## src/rtl/uer_pkg.sv

```systemverilog
`timescale 1ns / 1ps
`default_nettype none
// ----------------------------------------------------------------------------
// uer_pkg
// Shared types, register codes and arithmetic constants of the ultrasonic
// echo ranger.
// ----------------------------------------------------------------------------
package uer_pkg;

  // field widths
  localparam int unsigned TICK_W = 16;
  localparam int unsigned DIST_W = 6;
  localparam int unsigned CFG_W  = 16;
  localparam int unsigned IDX_W  = 2;

  // default timer ticks per microsecond
  localparam int unsigned TICKS_PER_US_DEF = 3;

  // register reset values
  localparam logic [TICK_W-1:0] TRIGGER_TICKS_RST   = 16'd30;
  localparam logic [TICK_W-1:0] TIMEOUT_TICKS_RST   = 16'd12288;
  localparam logic [DIST_W-1:0] CLAMP_MAX_RST       = 6'd30;
  localparam logic [DIST_W-1:0] SATURATED_VALUE_RST = 6'd15;

  // distance = us * SOUND_NUM / SOUND_DEN, done as one reciprocal multiply
  localparam longint unsigned SOUND_NUM  = 17;
  localparam longint unsigned SOUND_DEN  = 1000;
  localparam int unsigned     DIV_SHIFT  = 31;
  localparam longint unsigned RECIP_DEN  =
    ((64'd1 << DIV_SHIFT) + SOUND_DEN - 1) / SOUND_DEN;
  localparam int unsigned     DMULT_W    = 26;
  localparam logic [DMULT_W-1:0] DIST_MULT = DMULT_W'(SOUND_NUM * RECIP_DEN);
  // raw distance before clamp: at most 65535 * 17 / 1000
  localparam int unsigned     RAW_W      = 11;

  // microseconds = ticks / ticks_per_us, as a reciprocal multiply
  localparam int unsigned US_SHIFT = 32;
  localparam int unsigned UMULT_W  = US_SHIFT + 1;

  // register indexes
  typedef enum logic [IDX_W-1:0] {
    CFG_TRIGGER_TICKS   = 2'd0,
    CFG_TIMEOUT_TICKS   = 2'd1,
    CFG_CLAMP_MAX       = 2'd2,
    CFG_SATURATED_VALUE = 2'd3
  } cfg_idx_t;

  typedef struct packed {
    logic [TICK_W-1:0] trigger_ticks;
    logic [TICK_W-1:0] timeout_ticks;
    logic [DIST_W-1:0] clamp_max;
    logic [DIST_W-1:0] saturated_value;
  } cfg_t;

  // per-tick flags that travel with the word down the pipeline
  typedef struct packed {
    logic trigger;
    logic busy;
    logic done;
    logic timed_out;
    logic fall;
  } flags_t;

  // state step result: flags plus the echo width on a fall
  typedef struct packed {
    flags_t            flags;
    logic [TICK_W-1:0] ticks;
  } meas_t;

  typedef struct packed {
    logic              trigger;
    logic              busy;
    logic              done;
    logic              timed_out;
    logic [DIST_W-1:0] distance;
  } res_t;

endpackage : uer_pkg
`default_nettype wire

```

## src/rtl/uer_fsm.sv

```systemverilog
`timescale 1ns / 1ps
`default_nettype none
// ----------------------------------------------------------------------------
// uer_fsm
// Measurement sequencer: trigger pulse, wait for echo rise, echo width count.
// One tick is stepped per accepted word; the tick result is registered.
// ----------------------------------------------------------------------------
module uer_fsm (
  input  wire logic          clk,
  input  wire logic          rst,
  input  wire logic          step_valid,
  output logic               step_ready,
  input  wire logic          start_req,
  input  wire logic          echo,
  input  wire uer_pkg::cfg_t cfg,
  output logic               meas_valid,
  input  wire logic          meas_ready,
  output uer_pkg::meas_t     meas
);

  typedef enum logic [3:0] {
    PH_IDLE = 4'b0001,
    PH_TRIG = 4'b0010,
    PH_RISE = 4'b0100,
    PH_MEAS = 4'b1000
  } phase_t;

  phase_t                     phase, phase_next;
  logic [uer_pkg::TICK_W-1:0] tick_count, tick_next;
  logic [uer_pkg::TICK_W-1:0] tick_inc;
  logic [uer_pkg::TICK_W-1:0] tlen, tlim;
  uer_pkg::meas_t             meas_next;
  logic                       step;

  assign step_ready = !meas_valid || meas_ready;
  assign step       = step_valid && step_ready;

  // zero limits act as one
  assign tlen     = (cfg.trigger_ticks == '0) ? uer_pkg::TICK_W'(1) : cfg.trigger_ticks;
  assign tlim     = (cfg.timeout_ticks == '0) ? uer_pkg::TICK_W'(1) : cfg.timeout_ticks;
  assign tick_inc = tick_count + uer_pkg::TICK_W'(1);

  // next state and tick result
  always_comb begin
    phase_next = phase;
    tick_next  = tick_count;
    meas_next  = '0;
    unique case (phase)
      PH_IDLE: begin
        if (start_req) begin
          meas_next.flags.trigger = 1'b1;
          if (uer_pkg::TICK_W'(1) >= tlen) begin
            phase_next = PH_RISE;
            tick_next  = '0;
          end else begin
            phase_next = PH_TRIG;
            tick_next  = uer_pkg::TICK_W'(1);
          end
        end
      end
      PH_TRIG: begin
        meas_next.flags.trigger = 1'b1;
        if (tick_inc >= tlen) begin
          phase_next = PH_RISE;
          tick_next  = '0;
        end else begin
          tick_next = tick_inc;
        end
      end
      PH_RISE: begin
        if (echo) begin
          phase_next = PH_MEAS;
          tick_next  = '0;
        end else if (tick_inc >= tlim) begin
          meas_next.flags.done      = 1'b1;
          meas_next.flags.timed_out = 1'b1;
          phase_next = PH_IDLE;
          tick_next  = '0;
        end else begin
          tick_next = tick_inc;
        end
      end
      PH_MEAS: begin
        if (!echo) begin
          meas_next.flags.done = 1'b1;
          meas_next.flags.fall = 1'b1;
          meas_next.ticks      = tick_count;
          phase_next = PH_IDLE;
          tick_next  = '0;
        end else if (tick_inc >= tlim) begin
          meas_next.flags.done      = 1'b1;
          meas_next.flags.timed_out = 1'b1;
          phase_next = PH_IDLE;
          tick_next  = '0;
        end else begin
          tick_next = tick_inc;
        end
      end
      default: begin
        phase_next = PH_IDLE;
        tick_next  = '0;
      end
    endcase
    meas_next.flags.busy = (phase_next != PH_IDLE);
  end

  // sequencer state
  always_ff @(posedge clk) begin
    if (rst) begin
      phase      <= PH_IDLE;
      tick_count <= '0;
    end else if (step) begin
      phase      <= phase_next;
      tick_count <= tick_next;
    end
  end

  // tick result register
  always_ff @(posedge clk) begin
    if (rst) begin
      meas_valid <= 1'b0;
    end else if (step_ready) begin
      meas_valid <= step_valid;
    end
  end

  always_ff @(posedge clk) begin
    if (step) begin
      meas <= meas_next;
    end
  end

endmodule : uer_fsm
`default_nettype wire

```

## src/rtl/uer_dist.sv

```systemverilog
`timescale 1ns / 1ps
`default_nettype none
// ----------------------------------------------------------------------------
// uer_dist
// Echo width to distance: ticks to microseconds, microseconds to centimetres,
// then clamp. Three registered stages, each advancing on its own handshake.
// ----------------------------------------------------------------------------
module uer_dist #(
  parameter int unsigned TICKS_PER_US = uer_pkg::TICKS_PER_US_DEF
) (
  input  wire logic                       clk,
  input  wire logic                       rst,
  input  wire logic                       meas_valid,
  output logic                            meas_ready,
  input  wire uer_pkg::meas_t             meas,
  input  wire logic [uer_pkg::DIST_W-1:0] clamp_max,
  input  wire logic [uer_pkg::DIST_W-1:0] saturated_value,
  output logic                            res_valid,
  input  wire logic                       res_ready,
  output uer_pkg::res_t                   res
);

  localparam int unsigned UPROD_W = uer_pkg::TICK_W + uer_pkg::UMULT_W;
  localparam int unsigned DPROD_W = uer_pkg::TICK_W + uer_pkg::DMULT_W;
  // ceiling reciprocal, exact for 16-bit ticks and divisors up to 16
  localparam logic [uer_pkg::UMULT_W-1:0] US_MULT = uer_pkg::UMULT_W'(
    ((64'd1 << uer_pkg::US_SHIFT) + 64'(TICKS_PER_US) - 64'd1) / 64'(TICKS_PER_US));

  logic                        us_valid, raw_valid;
  logic                        us_ready, raw_ready, out_ready_int;
  uer_pkg::flags_t             us_flags, raw_flags;
  logic [uer_pkg::TICK_W-1:0]  us;
  logic [uer_pkg::RAW_W-1:0]   raw;
  logic [UPROD_W-1:0]          us_prod;
  logic [DPROD_W-1:0]          raw_prod;
  logic [uer_pkg::DIST_W-1:0]  clamped, dist_cm;

  // ready chain, a stage takes a word when empty or draining
  assign out_ready_int = !res_valid || res_ready;
  assign raw_ready     = !raw_valid || out_ready_int;
  assign us_ready      = !us_valid  || raw_ready;
  assign meas_ready    = us_ready;

  // ticks to microseconds
  assign us_prod = UPROD_W'(meas.ticks) * UPROD_W'(US_MULT);

  always_ff @(posedge clk) begin
    if (rst) begin
      us_valid <= 1'b0;
    end else if (us_ready) begin
      us_valid <= meas_valid;
    end
  end

  always_ff @(posedge clk) begin
    if (meas_valid && us_ready) begin
      us_flags <= meas.flags;
      us       <= us_prod[uer_pkg::US_SHIFT +: uer_pkg::TICK_W];
    end
  end

  // microseconds to centimetres
  assign raw_prod = DPROD_W'(us) * DPROD_W'(uer_pkg::DIST_MULT);

  always_ff @(posedge clk) begin
    if (rst) begin
      raw_valid <= 1'b0;
    end else if (raw_ready) begin
      raw_valid <= us_valid;
    end
  end

  always_ff @(posedge clk) begin
    if (us_valid && raw_ready) begin
      raw_flags <= us_flags;
      raw       <= raw_prod[uer_pkg::DIV_SHIFT +: uer_pkg::RAW_W];
    end
  end

  // clamp, and the clamp value itself reports as saturated; distance is zero without a fall
  always_comb begin
    clamped = (raw > uer_pkg::RAW_W'(clamp_max)) ? clamp_max : raw[uer_pkg::DIST_W-1:0];
    dist_cm = (clamped == clamp_max) ? saturated_value : clamped;
    if (!raw_flags.fall) begin
      dist_cm = '0;
    end
  end

  // output register
  always_ff @(posedge clk) begin
    if (rst) begin
      res_valid <= 1'b0;
    end else if (out_ready_int) begin
      res_valid <= raw_valid;
    end
  end

  always_ff @(posedge clk) begin
    if (raw_valid && out_ready_int) begin
      res.trigger   <= raw_flags.trigger;
      res.busy      <= raw_flags.busy;
      res.done      <= raw_flags.done;
      res.timed_out <= raw_flags.timed_out;
      res.distance  <= dist_cm;
    end
  end

endmodule : uer_dist
`default_nettype wire

```

## src/rtl/ultrasonic_echo_ranger_unit.sv

```systemverilog
`timescale 1ns / 1ps
`default_nettype none
// ----------------------------------------------------------------------------
// ultrasonic_echo_ranger_unit
// One-sensor ultrasonic ranger stepped once per timer tick word.
// ----------------------------------------------------------------------------
// Each input word is one timer tick carrying the sampled echo level and a
// start request; each produces exactly one result word with the trigger
// level, busy, done, timeout and distance in centimetres. The unit takes one
// word per clock cycle while out_ready does not stall it; each word taken
// into the input register passes the sequencer step register, two reciprocal
// multiplier stages, then the clamp into the output register. The rate is set
// by the sequencer's phase and tick counter, which update once per accepted word.
// Registers are written through cfg_we, cfg_index and cfg_data and should be
// changed only while no word is in flight.
// ----------------------------------------------------------------------------
module ultrasonic_echo_ranger_unit #(
  parameter int unsigned TICKS_PER_US = uer_pkg::TICKS_PER_US_DEF
) (
  input  wire logic                       clk,
  input  wire logic                       rst,
  input  wire logic                       in_valid,
  output logic                            in_ready,
  input  wire logic                       start_req,
  input  wire logic                       echo,
  output logic                            out_valid,
  input  wire logic                       out_ready,
  output logic                            trigger,
  output logic                            busy_res,
  output logic                            done_res,
  output logic                            timed_out,
  output logic [uer_pkg::DIST_W-1:0]      distance_cm,
  input  wire logic                       cfg_we,
  input  wire logic [uer_pkg::IDX_W-1:0]  cfg_index,
  input  wire logic [uer_pkg::CFG_W-1:0]  cfg_data
);

  uer_pkg::cfg_t  cfg;
  logic           s0_valid, s0_ready;
  logic           s0_start, s0_echo;
  logic           meas_valid, meas_ready;
  uer_pkg::meas_t meas;
  uer_pkg::res_t  res;

  // configuration registers
  always_ff @(posedge clk) begin
    if (rst) begin
      cfg.trigger_ticks   <= uer_pkg::TRIGGER_TICKS_RST;
      cfg.timeout_ticks   <= uer_pkg::TIMEOUT_TICKS_RST;
      cfg.clamp_max       <= uer_pkg::CLAMP_MAX_RST;
      cfg.saturated_value <= uer_pkg::SATURATED_VALUE_RST;
    end else if (cfg_we) begin
      unique case (uer_pkg::cfg_idx_t'(cfg_index))
        uer_pkg::CFG_TRIGGER_TICKS:   cfg.trigger_ticks   <= cfg_data;
        uer_pkg::CFG_TIMEOUT_TICKS:   cfg.timeout_ticks   <= cfg_data;
        uer_pkg::CFG_CLAMP_MAX:       cfg.clamp_max       <= cfg_data[uer_pkg::DIST_W-1:0];
        uer_pkg::CFG_SATURATED_VALUE: cfg.saturated_value <= cfg_data[uer_pkg::DIST_W-1:0];
        default: begin
        end
      endcase
    end
  end

  // input register
  assign in_ready = !s0_valid || s0_ready;

  always_ff @(posedge clk) begin
    if (rst) begin
      s0_valid <= 1'b0;
    end else if (in_ready) begin
      s0_valid <= in_valid;
    end
  end

  always_ff @(posedge clk) begin
    if (in_valid && in_ready) begin
      s0_start <= start_req;
      s0_echo  <= echo;
    end
  end

  // measurement sequencer
  uer_fsm u_fsm (
    .clk        (clk),
    .rst        (rst),
    .step_valid (s0_valid),
    .step_ready (s0_ready),
    .start_req  (s0_start),
    .echo       (s0_echo),
    .cfg        (cfg),
    .meas_valid (meas_valid),
    .meas_ready (meas_ready),
    .meas       (meas)
  );

  // distance pipeline and output register
  uer_dist #(
    .TICKS_PER_US (TICKS_PER_US)
  ) u_dist (
    .clk             (clk),
    .rst             (rst),
    .meas_valid      (meas_valid),
    .meas_ready      (meas_ready),
    .meas            (meas),
    .clamp_max       (cfg.clamp_max),
    .saturated_value (cfg.saturated_value),
    .res_valid       (out_valid),
    .res_ready       (out_ready),
    .res             (res)
  );

  assign trigger     = res.trigger;
  assign busy_res    = res.busy;
  assign done_res    = res.done;
  assign timed_out   = res.timed_out;
  assign distance_cm = res.distance;

  // a finished measurement leaves the unit idle
  a_done_not_busy: assert property (@(posedge clk) disable iff (rst)
    out_valid && done_res |-> !busy_res)
    else $error("done word still reports busy");

  // timeout and distance only come with done
  a_flags_need_done: assert property (@(posedge clk) disable iff (rst)
    out_valid && !done_res |-> !timed_out && (distance_cm == '0))
    else $error("timeout or distance without done");

  // the trigger is driven only while a measurement runs
  a_trigger_busy: assert property (@(posedge clk) disable iff (rst)
    out_valid && trigger |-> busy_res && !done_res)
    else $error("trigger outside a running measurement");

endmodule : ultrasonic_echo_ranger_unit
`default_nettype wire
```

## config.mk

```make
export PLATFORM = sky130hd
export DESIGN_NAME = ultrasonic_echo_ranger_unit
export DESIGN_NICKNAME = d
export VERILOG_FILES = /design/src/rtl/uer_pkg.sv /design/src/rtl/uer_fsm.sv /design/src/rtl/uer_dist.sv /design/src/rtl/ultrasonic_echo_ranger_unit.sv
export SDC_FILE = /design/constraint.sdc
export NUM_CORES = 1
export LEC_CHECK = 0
export ABC_AREA = 1
export BUFFER_PORTS_ARGS = -buffer_cell sky130_fd_sc_hd__buf_2
export CORE_MARGIN = 8
export CORE_UTILIZATION = 30
export DETAILED_ROUTE_END_ITERATION = 10
export GPL_TIMING_DRIVEN = 0
export PLACE_DENSITY = 0.42
export SETUP_SLACK_MARGIN = 0.4
export SLEW_MARGIN = 25
export SYNTH_ARGS = -nofsm -noshare
export SYNTH_HDL_FRONTEND = slang
export SYNTH_HIERARCHICAL = 1
export SYNTH_SLANG_ARGS = --single-unit
```

## constraint.sdc

```tcl
create_clock -name clk -period 6.5 [get_ports clk]
set_input_delay 0.975 -clock clk [delete_from_list [all_inputs] [get_ports clk]]
set_output_delay 0.975 -clock clk [all_outputs]
set_load 0.01 [all_outputs]
```

==> results of run 1 <==
==> cell type report <==
cell class	count	area, um2	share of cell area (%)
plain buffers	22	148	0.743
well taps	782	978	4.93
repair buffers	34	170	0.857
clock inverters	13	126	0.636
inverters	526	1970	9.94
flip-flops and latches	137	3420	17.2
clock buffers	19	454	2.29
multi-input cells	1525	12600	63.4
==> where the power goes <==
group	switching (mW)	internal [mW]
sequential	0.0312	0.940
clock	0.415	0.527
combinational	0.826	0.464
total	1.27	1.93
==> critical path: stages, from the launching register on <==
cell and delay (ns):
edfxtp_1 0.49, ha_1 0.38, fa_1 0.57, fa_1 0.62
inv_1 0.13, fa_1 0.62, inv_1 0.11, fa_1 0.42
inv_1 0.08, fa_1 0.42, inv_1 0.07, ha_1 0.30
a21oi_1 0.17, o21ai_0 0.08, a21oi_1 0.23, o21ai_0 0.18
a21oi_1 0.26, nand3_1 0.23, xor2_1 0.19
==> cell usage in the layout, fill, tap and decap left out, types with 21 or more instances in the layout <==
master and count:
a21oi_1 112, nand4_1 21, nand3_1 110, dfxtp_1 69, inv_1 511, nor2_1 186
fa_1 183, nand2_1 364, nor3_1 27, ha_1 317, edfxtp_1 68, buf_2 43
o21ai_0 53, xor2_1 22
==> sequential cells by signal, summed over array words and instances, names as in the netlist, 4 cells and up <==
register          cells
cfg                  44
u_fsm/meas           21
u_fsm/tick_count     16
u_dist/us            15
u_dist/raw           10
u_dist/res           10
u_dist/raw_flags      5
u_dist/us_flags       5
u_fsm/phase           4
==> Yosys cell counts (all sizes together) <==
library cell	count	share of area, %
ha	317	22
nor2	195	4.2
nand4	22	0.84
o22ai	1	0.035
o21a	8	0.33
fa	183	20
buf	16	0.69
o211ai	4	0.17
o211a	1	0.055
clkbuf	6	0.12
a21oi	132	4.1
a31oi	10	0.35
nand3	124	3.8
dfxtp	69	7.6
nand2	373	7.9
or2	2	0.069
edfxtp	68	11
nor4	12	0.45
xnor2	2	0.097
a31o	3	0.14
a21boi	2	0.083
o31ai	2	0.083
a21o	17	0.70
inv	524	11
a211oi	3	0.12
a41o	1	0.055
xor2	22	1.1
o21bai	2	0.083
o21ai	54	1.5
a221oi	1	0.048
a2111oi	1	0.048
nor3	31	0.97
clkinv	2	0.041
==> routing by layer <==
metal	track usage, %	up-vias	part of all wire (%)
met4	3.53	0	1.8
met1	18.4	6692	47
met2	25.6	140	50
met3	1.33	36	1.7
li1	-	7116	-
met5	0	-	0
==> kinds of logic (layout without fill, tap and decap cells) <==
family	Yosys count	count (layout)	synth area share (%)
buf+inv	548	614	11.7
compound gates	242	242	7.92
xor+xnor	24	24	1.16
flops	137	137	18.9
fa+ha+maj	500	500	42.1
simple gates	759	759	18.3
==> timing repair <==
item / in CTS / in global routing
hold buffers: 0 / 0
resized for setup: 0 / 1
setup endpoints to repair: 0 / 1
==> path summary, 6_finish.rpt <==
path / from / end / slack, ns / cells past startpoint
hold reg to reg: u_fsm/meas[19] / u_dist/us_flags[3] / 0.41 / 0
hold / removal: u_fsm/meas[19] / u_dist/us_flags[3] / 0.41 / 0
setup reg to reg: u_fsm/meas[12] / u_dist/us[14] / 0.69 / 18
setup / recovery: u_fsm/meas[12] / u_dist/us[14] / 0.69 / 18
==> through the flow <==
| stage | std cells | hold slack (ns) | util (%) |
|---|---|---|---|
| after floorplan | 2210 | 0.400 | - |
| after global placement | 3026 | 0.401 | 32.1 |
| after detailed placement | 3026 | 0.405 | 32.1 |
| after CTS | 3058 | 0.412 | 33.1 |
| after global routing | 3058 | 0.426 | 33.1 |
| final | 3058 | 0.411 | 33.1 |
==> flow_summary.toml, run 1 <==
[status]
status = "finished, final reports clean"

[yosys]
syn_area_per_cell_um2 = 8.20
netlist_instances = 2210
synth_fp_nets = 2735
synth.distinct_cells = 48
syn_area_um2 = 18100
yosys_register_bits = 137
yosysSeqAreaShare_pct = 18.9
yosys_warnings = 6

[final_layout]
n_antenna_cell = 0
nets = 2788
fill_cells = 6388
drive_above_1_share_pct = 6.81
area_growth_syn_to_layout_pct = 9.56
final_area_um2 = 19900

[clock_network]
cts_buffer_depth = 2
cts_root_buf = "clkbuf_16"
htree_num_levels = 4
postCtsSetupBuffers = 0
cts.clk_slew.worst_paths_ns = 0.07
cts_buffers = 17
cts_tree = "done"
cts.sinks = 137
clock_latency_ns = 0.43

[floorplan]
chipWidth_um = 262
initial_core_util_pct = 30.2
rows = 90
core-area_um2 = 60000
ioPinCount = 37
dieArea_um2 = 68600
die_height_um = 262

[routing]
first_iter_violations = 609
drt-vias-per-instance = 4.57
routedWlPerCell_um = 15.5
ant_nets = 0
remaining_drc_errors = 0
vias = 13984
routed_wl_um = 47500
drtPass1Iterations = 5

[grt]
overflow = 0
grt_max_degree = 26
grt_first_pass_wirelength_um = 77500
grt_use_total_pct = 14.3
antenna_found_initial = 0
first_global_vias = 14702

[pwr]
cellLeakagePower_nw = 10.3
p_per_area_nw_per_um2 = 161
irDropWorstVdd_mv = 0.179
p_total_mw = 3.20

[placed_design]
hpwl_um = 41800
dpl_cell_area_um2 = 19300
dp_slack_ns = 0.659
gp_congestion = 0.874
portBuffers = 34

[sta]
post-route-period-util_pct = 89.4
skew_ns = 0.0113
hold_viol_final = 0
worst_slack_ns = 0.691
tns_ns = 0
setup_viol = 0
min_period_ns = 5.81
worst-slew-pin-transition_ns = 0.817
slew_viol_final = 0
rsz0062_at_grt = "false"
fmax_mhz = 172
relSlewSlack_pct = 45.5

[run]
maxCapViolations = 0

[worst_setup_path]
path_class = "flop to flop"
cp_max_fo = 6
required_ns = 6.67
end_kind = "flop"
critPathArrivalTime_ns = 5.98
critPathLaunchType = "flop"

[hold_path]
hold_class = "flop to flop"
Note: power is estimated with default switching activity, not from simulation.
==> inputs of run 2 (changes only) <==
- BUFFER_PORTS_ARGS: -buffer_cell sky130_fd_sc_hd__buf_2 -> default
- CORE_UTILIZATION: 30 -> 55
- DONT_BUFFER_PORTS: default -> 1
- PLACE_DENSITY: 0.42 -> 0.68
==> run 2 against run 1 <==
Utilization increased by 26 points. Global-route usage up 8.3 points. Wire length fell by 9.8%. Total power decreased by 0.78%. Non-clock buffer count decreased by 34. Sequential cell count is the same. Combinational power is essentially flat. Setup slack gained 0.13 ns. Sequential share of layout area up 0.55 points. Critical path type unchanged. Largest cell class unchanged.
==> flow_summary.toml, run 2 (same netlist as run 1, synthesis figures left out) <==
[final_layout]
drive_above_1_share_pct = 5.40
nets = 2754
fill_cells = 3055
top_register = "cfg"
largest_reg_flops = 44
n_antenna_cell = 0
top_regs = "cfg (44), u_fsm/meas (21), u_fsm/tick_count (16)"
area_growth_syn_to_layout_pct = 6.18
layout_common_cells = "511 x inv_1, 364 x nand2_1, 317 x ha_1, 186 x nor2_1, 183 x fa_1"
mostFrequentLayoutCell = "inv_1"

[floorplan]
die_height_um = 198
core-area_um2 = 32500
initial_core_util_pct = 55.7
ioPinCount = 37
chipWidth_um = 198
rows = 66
dieArea_um2 = 39000

[routing]
first_iter_violations = 796
routed_wl_um = 42800
drtPass1Iterations = 5
ant_nets = 0
vias = 14328
remaining_drc_errors = 0
drt-vias-per-instance = 5.34
routedWlPerCell_um = 16.0

[clock_network]
post_cts_resized = 0
postCtsSetupBuffers = 0
cts_buffer_depth = 2
clock_latency_ns = 0.43
cts_root_buf = "clkbuf_16"
cts.clk_slew.worst_paths_ns = 0.06
cts_buffers = 17
cts_hold_buf = 0
htree_num_levels = 4
cts_tree = "done"
cts.sinks = 137

[worst_setup_path]
cp_top_family = "adder cells"
required_ns = 6.76
critPathMaxStageDelay_ns = 0.55
path_class = "flop to flop"
end_kind = "flop"
timing.critical_path.buf_inv = 4
worstReg2RegEnd = "u_dist/us[8]"
cp_max_fo = 6
worstPathCellList = "ha_1 > fa_1 > fa_1 > inv_1 > fa_1 > fa_1 > fa_1 > inv_1 > ha_1 > nand2_1 > nor2_1 > inv_1 > nor2_2 > inv_1 > nor3_2 > nand4_1 > nand3_1 > xor2_1"
critPathArrivalTime_ns = 5.94
path_depth = 18
rr_worst_depth = 18
reg2reg_from = "u_fsm/meas[12]"
r2r_setup_slack_ns = 0.82
crit_slowest_cell = "fa_1"
critPathLaunchType = "flop"
worst_path_most_repeated_cell = "fa_1"

[run]
maxCapViolations = 0

[sta]
min_period_ns = 5.68
post-route-period-util_pct = 87.4
worst-slew-pin-transition_ns = 0.829
relSlewSlack_pct = 44.7
fmax_mhz = 176
setup_viol = 0
skew_ns = 0.0219
hold_viol_final = 0
slew_viol_final = 0
whs_ns = 0.419
tns_ns = 0
rsz0062_at_grt = "false"

[pwr]
cellLeakagePower_nw = 10.2
irDropWorstVdd_mv = 0.181
p_per_area_nw_per_um2 = 165

[grt]
grt_first_pass_wirelength_um = 70600
grt_use_total_pct = 22.6
grt_max_degree = 26
first_global_vias = 14592
antenna_found_initial = 0
overflow = 0

[hold_path]
hold_class = "flop to flop"
min_to = "u_dist/us_flags[4]"
hp-start = "u_fsm/meas[20]"
whs_path_depth = 0

[placed_design]
gp_congestion = 0.997
portBuffers = 0
hpwl_um = 36400

[status]
status = "finished, final reports clean"
## run 2: how the worst max path moves through the flow
stage                   startpoint            end
finish              u_fsm/meas[12]   u_dist/us[8]
global route        u_fsm/meas[12]  u_dist/us[10]
CTS                 u_fsm/meas[12]  u_dist/us[14]
detailed placement  u_fsm/meas[12]  u_dist/us[14]
global placement    u_fsm/meas[12]  u_dist/us[14]
floorplan           u_fsm/meas[12]   u_dist/us[6]
## run 2: cell type report
class / count / area (um2) / area share, %
Multi-Input combinational cell: 1525 / 12600 / 65.4
Sequential cell: 137 / 3420 / 17.8
Inverter: 526 / 1970 / 10.3
Tap cell: 442 / 553 / 2.87
Clock buffer: 18 / 429 / 2.23
Buffer: 22 / 148 / 0.767
Clock inverter: 14 / 135 / 0.702
## run 2: power breakdown
group | total (mW) | switching [mW] | leakage, nW | internal (mW)
registers | 0.971 | 0.0310 | 1.23 | 0.940
logic | 1.26 | 0.802 | 8.70 | 0.454
clock network | 0.952 | 0.416 | 0.275 | 0.536
total | 3.18 | 1.25 | 10.2 | 1.93
## run 2: metal layers
metal | up-vias | part of all wire (%) | wire length, um | global-route usage (%)
li1 | 7056 | - | - | -
met2 | 308 | 50 | 21400 | 40.4
met1 | 6886 | 44 | 18900 | 28.2
met4 | 0 | 2.5 | 1070 | 7.25
met5 | - | 0 | 0 | 0
met3 | 78 | 3.4 | 1450 | 2.39
## run 2: metrics by stage
stage / cells / util [%] / setup WS [ns] / power, mW / area, um2
floorplan: 2210 / - / 1.43 / 1.92 / 18100
global placement: 2652 / 57.4 / 0.834 / 2.21 / 18700
detailed placement: 2652 / 57.4 / 0.809 / 2.23 / 18700
CTS: 2684 / 59.2 / 0.791 / 3.20 / 19200
global route: 2684 / 59.2 / 0.446 / 3.41 / 19300
finish: 2684 / 59.2 / 0.818 / 3.18 / 19300
